File: src/stxp_pkg.sv
`default_nettype none
package stxp_pkg;

    localparam int unsigned CFG_IDX_W = 3;
    localparam int unsigned CFG_DATA_W = 8;

    localparam logic [CFG_IDX_W-1:0] CFG_ROLE_IS_SLAVE = 3'd0;
    localparam logic [CFG_IDX_W-1:0] CFG_START_MARKER  = 3'd1;
    localparam logic [CFG_IDX_W-1:0] CFG_END_MARKER    = 3'd2;
    localparam logic [CFG_IDX_W-1:0] CFG_WRITE_CODE    = 3'd3;
    localparam logic [CFG_IDX_W-1:0] CFG_READ_CODE     = 3'd4;
    localparam logic [CFG_IDX_W-1:0] CFG_ACK_CODE      = 3'd5;

    localparam logic       RESET_ROLE_IS_SLAVE = 1'b0;
    localparam logic [7:0] RESET_START_MARKER  = 8'hAA;
    localparam logic [7:0] RESET_END_MARKER    = 8'h55;
    localparam logic [7:0] RESET_WRITE_CODE    = 8'h01;
    localparam logic [7:0] RESET_READ_CODE     = 8'h02;
    localparam logic [7:0] RESET_ACK_CODE      = 8'h03;

    typedef struct packed {
        logic       role_is_slave;
        logic [7:0] start_marker;
        logic [7:0] end_marker;
        logic [7:0] write_code;
        logic [7:0] read_code;
        logic [7:0] ack_code;
    } t_cfg;

    typedef struct packed {
        logic [7:0]  frame_command;
        logic [7:0]  frame_var_id;
        logic        frame_has_value;
        logic [15:0] frame_value;
    } t_result;

endpackage
`default_nettype wire

File: src/stxp_cfg_regs.sv
`default_nettype none
module stxp_cfg_regs (
    input  wire logic                            i_clk,
    input  wire logic                            i_rst_n,
    input  wire logic                            i_cfg_we,
    input  wire logic [stxp_pkg::CFG_IDX_W-1:0]  i_cfg_index,
    input  wire logic [stxp_pkg::CFG_DATA_W-1:0] i_cfg_data,
    output stxp_pkg::t_cfg                       o_cfg
);
    import stxp_pkg::*;

    t_cfg r_cfg;

    always_ff @(posedge i_clk) begin
        if (!i_rst_n) begin
            r_cfg.role_is_slave <= RESET_ROLE_IS_SLAVE;
            r_cfg.start_marker  <= RESET_START_MARKER;
            r_cfg.end_marker    <= RESET_END_MARKER;
            r_cfg.write_code    <= RESET_WRITE_CODE;
            r_cfg.read_code     <= RESET_READ_CODE;
            r_cfg.ack_code      <= RESET_ACK_CODE;
        end else if (i_cfg_we) begin
            unique case (i_cfg_index)
                CFG_ROLE_IS_SLAVE: r_cfg.role_is_slave <= i_cfg_data[0];
                CFG_START_MARKER:  r_cfg.start_marker  <= i_cfg_data;
                CFG_END_MARKER:    r_cfg.end_marker    <= i_cfg_data;
                CFG_WRITE_CODE:    r_cfg.write_code    <= i_cfg_data;
                CFG_READ_CODE:     r_cfg.read_code     <= i_cfg_data;
                CFG_ACK_CODE:      r_cfg.ack_code      <= i_cfg_data;
                default: ;
            endcase
        end
    end

    assign o_cfg = r_cfg;

endmodule
`default_nettype wire

File: src/stxp_parser.sv
`default_nettype none
module stxp_parser (
    input  wire logic       i_clk,
    input  wire logic       i_rst_n,
    input  wire logic       i_take,
    input  wire logic [7:0] i_rx_byte,
    input  wire stxp_pkg::t_cfg i_cfg,
    output logic            o_res_valid,
    output stxp_pkg::t_result o_res
);
    import stxp_pkg::*;

    localparam logic [2:0] POS_IDLE    = 3'd0;
    localparam logic [2:0] POS_COMMAND = 3'd1;
    localparam logic [2:0] POS_VAR_ID  = 3'd2;
    localparam logic [2:0] POS_THIRD   = 3'd3;
    localparam logic [2:0] POS_HIGH    = 3'd4;
    localparam logic [2:0] POS_LAST    = 3'd5;

    logic [2:0] r_pos;
    logic [2:0] n_pos;
    logic       r_long;
    logic       n_long;
    logic [7:0] r_command;
    logic [7:0] r_var_id;
    logic [7:0] r_value_low;
    logic [7:0] r_value_high;
    logic       is_final;
    logic       known_cmd;
    logic       long_cmd;

    always_comb begin
        known_cmd = 1'b1;
        long_cmd  = 1'b1;
        if (i_rx_byte == i_cfg.write_code || i_rx_byte == i_cfg.ack_code) begin
            long_cmd = 1'b1;
        end else if (i_rx_byte == i_cfg.read_code) begin
            long_cmd = !i_cfg.role_is_slave;
        end else begin
            known_cmd = 1'b0;
        end
    end

    always_comb begin
        n_pos    = r_pos;
        n_long   = r_long;
        is_final = 1'b0;
        unique case (r_pos)
            POS_IDLE: begin
                if (i_rx_byte == i_cfg.start_marker) begin
                    n_pos = POS_COMMAND;
                end
            end
            POS_COMMAND: begin
                n_long = long_cmd;
                n_pos  = known_cmd ? POS_VAR_ID : POS_IDLE;
            end
            POS_VAR_ID: begin
                n_pos = POS_THIRD;
            end
            POS_THIRD: begin
                if (r_long) begin
                    n_pos = POS_HIGH;
                end else begin
                    is_final = 1'b1;
                    n_pos    = POS_IDLE;
                end
            end
            POS_HIGH: begin
                n_pos = POS_LAST;
            end
            POS_LAST: begin
                is_final = 1'b1;
                n_pos    = POS_IDLE;
            end
            default: begin
                n_pos = POS_IDLE;
            end
        endcase
    end

    always_ff @(posedge i_clk) begin
        if (!i_rst_n) begin
            r_pos  <= POS_IDLE;
            r_long <= 1'b0;
        end else if (i_take) begin
            r_pos  <= n_pos;
            r_long <= n_long;
        end
    end

    always_ff @(posedge i_clk) begin
        if (i_take) begin
            if (r_pos == POS_COMMAND) begin
                r_command <= i_rx_byte;
            end
            if (r_pos == POS_VAR_ID) begin
                r_var_id <= i_rx_byte;
            end
            if (r_pos == POS_THIRD) begin
                r_value_low <= i_rx_byte;
            end
            if (r_pos == POS_HIGH) begin
                r_value_high <= i_rx_byte;
            end
        end
    end

    assign o_res_valid = i_take && is_final && (i_rx_byte == i_cfg.end_marker);

    always_comb begin
        o_res.frame_command   = r_command;
        o_res.frame_var_id    = r_var_id;
        o_res.frame_has_value = r_long;
        o_res.frame_value     = r_long ? {r_value_high, r_value_low} : 16'd0;
    end

endmodule
`default_nettype wire

File: src/stxp_out_stage.sv
`default_nettype none
module stxp_out_stage (
    input  wire logic          i_clk,
    input  wire logic          i_rst_n,
    input  wire logic          i_push,
    input  wire stxp_pkg::t_result i_res,
    output logic               o_full,
    output logic               o_valid,
    input  wire logic          i_stall,
    output stxp_pkg::t_result  o_res
);
    import stxp_pkg::*;

    logic    r_out_valid;
    logic    r_skid_valid;
    t_result r_out;
    t_result r_skid;
    logic    pop;

    assign pop = r_out_valid && !i_stall;

    always_ff @(posedge i_clk) begin
        if (!i_rst_n) begin
            r_out_valid  <= 1'b0;
            r_skid_valid <= 1'b0;
        end else begin
            if (i_push) begin
                if (!r_out_valid || pop) begin
                    r_out_valid <= 1'b1;
                end else begin
                    r_skid_valid <= 1'b1;
                end
            end else if (pop) begin
                r_out_valid  <= r_skid_valid;
                r_skid_valid <= 1'b0;
            end
        end
    end

    always_ff @(posedge i_clk) begin
        if (i_push) begin
            if (!r_out_valid || pop) begin
                r_out <= i_res;
            end else begin
                r_skid <= i_res;
            end
        end else if (pop && r_skid_valid) begin
            r_out <= r_skid;
        end
    end

    assign o_full  = r_skid_valid;
    assign o_valid = r_out_valid;
    assign o_res   = r_out;

endmodule
`default_nettype wire

File: src/stx_etx_command_frame_parser_core.sv
// A result is registered in the output register, or in the skid register behind a stalled one.
// Throughput: one byte item per cycle while o_stall is low; o_stall rises only while a second
// result waits in the skid register behind a stalled output register.
// Reset (synchronous, active low): the parser returns to idle, both output registers
// empty, and the configuration registers take their default values.
`default_nettype none
module stx_etx_command_frame_parser_core (
    input  wire logic                            i_clk,
    input  wire logic                            i_rst_n,
    input  wire logic                            i_valid,
    output logic                                 o_stall,
    input  wire logic [7:0]                      i_rx_byte,
    output logic                                 o_valid,
    input  wire logic                            i_stall,
    output logic [7:0]                           o_frame_command,
    output logic [7:0]                           o_frame_var_id,
    output logic                                 o_frame_has_value,
    output logic [15:0]                          o_frame_value,
    input  wire logic                            i_cfg_we,
    input  wire logic [stxp_pkg::CFG_IDX_W-1:0]  i_cfg_index,
    input  wire logic [stxp_pkg::CFG_DATA_W-1:0] i_cfg_data
);
    import stxp_pkg::*;

    t_cfg    cfg;
    t_result parse_res;
    t_result out_res;
    logic    parse_valid;
    logic    take;
    logic    full;

    assign o_stall = full;
    assign take    = i_valid && !full;

    stxp_cfg_regs u_cfg_regs (
        .i_clk       (i_clk),
        .i_rst_n     (i_rst_n),
        .i_cfg_we    (i_cfg_we),
        .i_cfg_index (i_cfg_index),
        .i_cfg_data  (i_cfg_data),
        .o_cfg       (cfg)
    );

    stxp_parser u_parser (
        .i_clk       (i_clk),
        .i_rst_n     (i_rst_n),
        .i_take      (take),
        .i_rx_byte   (i_rx_byte),
        .i_cfg       (cfg),
        .o_res_valid (parse_valid),
        .o_res       (parse_res)
    );

    stxp_out_stage u_out_stage (
        .i_clk   (i_clk),
        .i_rst_n (i_rst_n),
        .i_push  (parse_valid),
        .i_res   (parse_res),
        .o_full  (full),
        .o_valid (o_valid),
        .i_stall (i_stall),
        .o_res   (out_res)
    );

    assign o_frame_command   = out_res.frame_command;
    assign o_frame_var_id    = out_res.frame_var_id;
    assign o_frame_has_value = out_res.frame_has_value;
    assign o_frame_value     = out_res.frame_value;

endmodule
`default_nettype wire
File: config.mk
export PLATFORM = sky130hd
export DESIGN_NAME = stx_etx_command_frame_parser_core
export DESIGN_NICKNAME = d
export VERILOG_FILES = /design/src/stxp_pkg.sv /design/src/stxp_cfg_regs.sv /design/src/stxp_parser.sv /design/src/stxp_out_stage.sv /design/src/stx_etx_command_frame_parser_core.sv
export SDC_FILE = /design/constraint.sdc
export NUM_CORES = 1
export LEC_CHECK = 0
export BUFFER_PORTS_ARGS = -buffer_cell sky130_fd_sc_hd__buf_2
export CAP_MARGIN = 15
export CORE_MARGIN = 2
export CORE_UTILIZATION = 53
export DETAILED_ROUTE_END_ITERATION = 12
export PLACE_DENSITY_LB_ADDON = 0.3
export SLEW_MARGIN = 20
export SYNTH_ARGS = -nofsm -noshare
export SYNTH_HDL_FRONTEND = slang
export SYNTH_HIERARCHICAL = 1
export SYNTH_SLANG_ARGS = --single-unit
File: constraint.sdc
create_clock -name i_clk -period 3.5 [get_ports i_clk]
set_clock_uncertainty 0.2 [all_clocks]
set_input_delay 0.35 -clock i_clk [delete_from_list [all_inputs] [get_ports i_clk]]
set_output_delay 0.35 -clock i_clk [all_outputs]
set_load 0.05 [all_outputs]
==> impl_metrics.ini <==
[logic_synthesis]
yosys_warnings = 6
synth_edf_count = 98
ys_seq_area_share_pct = 63.0
ys_seq_elements = 145
synth-main-ff-cell = edfxtp_1
syn_avg_cell_area_um2 = 14.6
ys_types = 43
synthArstFlopShare_pct = 0
syn_inst = 421
netlist_area_um2 = 6160
syn_nets = 445

[status]
outcome = finished clean

[grt]
grt_pass1_vias = 3418
grtUsageTotal_pct = 18.6
grt_pass1_wl_mm = 17.9
overflow = 0
grt_max_degree = 64
antenna_found_initial = 0

[final_layout]
nets = 500
layout_common_cells = edfxtp_1, buf_2, dfxtp_1
multiInputGateArea_um2 = 2070
area.growth.synth_to_final_pct = 14.5
nFillCells = 830
layout-drive-gt1-share_pct = 28.2
final_common_cell = edfxtp_1
n_antenna_cell = 0
ff_latch_area_um2 = 3880

[place]
io_buffers = 58
place_congestion = 0.829
dp_hpwl_mm = 7.44

[clock_tree]
cts_tree = built
cts-root-buf = clkbuf_16
path_clk_slew_ns = 0.06
cts_resized = 0
clk_latency_ns = 0.41
cts_buffers = 17
postCtsSetupRepairBufs = 0
clock-sinks = 145
htreeDepth = 4
cts_buffer_depth = 2
holdBufCountCts = 0

[floorplan]
chipWidth_um = 112
core-area_um2 = 11400
row_count = 39
die_area_um2 = 12500
die_y_um = 112
io_pins = 59
initial_core_util_pct = 54.2

[timing]
tightestPinTransition_ns = 0.998
slew_headroom_pct = 33.5
hold_violations = 0
fin_setup_tns_ns = 0
fin_crit_sh_pct = 73.9
finalSetupViolCount = 0
rsz0062_at_grt = no
fmax_mhz = 387
min_period_ns = 2.59
drv_slew = 0

[setup_path]
cp_max_fo = 33
crit_start = u_parser/r_long
startpoint_type = flop
worstSetupPathType = flop to flop
endpoint_kind = flop
r2r_start = u_parser/r_long
crit_required_ns = 3.36
arrival_ns = 2.44

[pwr]
p_per_area_nw_per_um2 = 523
total_power_mw = 3.69
max-vdd-ir-drop_mv = 0.317
power_leakage_nw = 2.67

[worst_hold_path]
holdCritPathClass = primary input to flop
min-delay-start = i_cfg_data[2]

[drt]
drc = 0
dr_total_vias = 3351
drt_first_pass_iters = 5
final_antenna_net_count = 0
drtIter0Drc = 245
drt_wl_total_mm = 11.3
wl_per_cell_um = 17.9
vias_per_cell = 5.30

[job]
maxCapViolCount = 0
worst max-delay path, cell delays in order (launching register included):
cell and delay (ns):
dfxtp_1 0.52, nor2_1 0.18, mux2i_1 0.09, nor4_2 0.53
a21oi_1 0.15, a21oi_4 0.14, buf_4 0.41
through the flow:
stage / setup WS [ns] / hold slack [ns] / instances / instance area, µm² / util, %
6_report: 0.914 / 0.0233 / 632 / 7060 / 62.1
5_1_grt: 0.628 / 0.0250 / 632 / 7060 / 62.1
4_1_cts: 0.848 / 0.0112 / 632 / 7060 / 62.1
3_5_place_dp: 0.677 / 0.238 / 600 / 6490 / 57.1
3_3_place_gp: 0.817 / 0.232 / 600 / 6490 / 57.1
2_1_floorplan: 0.369 / 0.220 / 421 / 6170 / -
worst paths after layout:
path                       endpoint  slack [ns]  cells after the start
max            u_out_stage/o_res[6]        0.91                      6
min            u_cfg_regs/o_cfg[26]        0.02                      3
max reg2reg    u_out_stage/o_res[6]        0.91                      6
min reg2reg  u_out_stage/r_skid[32]        0.24                      0
flip-flops by register name, summed over array words and instances, names as in the netlist:
register and count:
u_out_stage/o_full 1, u_parser/r_long 1, u_parser/r_value_low 8, u_parser/r_pos 3, u_parser/r_var_id 8, u_parser/r_value_high 8
u_out_stage/o_valid 1, u_out_stage/r_skid 33, u_out_stage/o_res 33, u_parser/r_command 8, u_cfg_regs/o_cfg 41
where the power goes:
group          leakage, nW  total [mW]  internal (mW)  switching [mW]
clock network        0.272        1.73           1.04           0.687
logic                 1.17       0.128         0.0487          0.0796
registers             1.23        1.83           1.82         0.00935
total                 2.67        3.69           2.92           0.776
area by class of cell:
type	instances	share of cell area, %
Clock buffer	18	6.08
Multi-Input combinational cell	245	29.3
Clock inverter	14	1.95
Timing Repair Buffer	64	4.93
Tap cell	143	2.54
Sequential cell	145	55.0
Inverter	3	0.160
kinds of logic after synthesis:
logic type | after synthesis | share of synthesized area [%]
AO/OA/AOI/OAI | 17 | 1.81
XOR/XNOR | 40 | 5.80
buffers and inverters | 31 | 3.71
flip-flops | 145 | 63.0
multiplexers | 75 | 14.4
AND/OR/NAND/NOR | 113 | 11.2
cell usage after synthesis (5+ instances only):
| master | n | share of area [%] |
|---|---|---|
| edfxtp_1 | 98 | 48 |
| dfxtp_1 | 47 | 15 |
| mux2i_1 | 42 | 6.8 |
| nand2_1 | 42 | 2.6 |
| xor2_1 | 31 | 4.4 |
| mux2_4 | 26 | 6.3 |
| nor2b_1 | 24 | 2.4 |
| and2_1 | 17 | 1.7 |
| buf_2 | 13 | 1.1 |
| xnor2_1 | 8 | 1.1 |
| buf_6 | 7 | 1.3 |
| mux2_2 | 7 | 1.3 |
| a21oi_1 | 5 | 0.41 |
| nor4_1 | 5 | 0.51 |
| o21ai_0 | 5 | 0.41 |
metal layers:
| metal | share of wire, % | track usage, % |
|---|---|---|
| met1 | 44 | 23.5 |
| met2 | 51 | 31.4 |
| met3 | 3.9 | 5.28 |
| met4 | 1.1 | 5.60 |
| met5 | 0 | 0 |
Note: power is estimated with default switching activity, not from simulation.
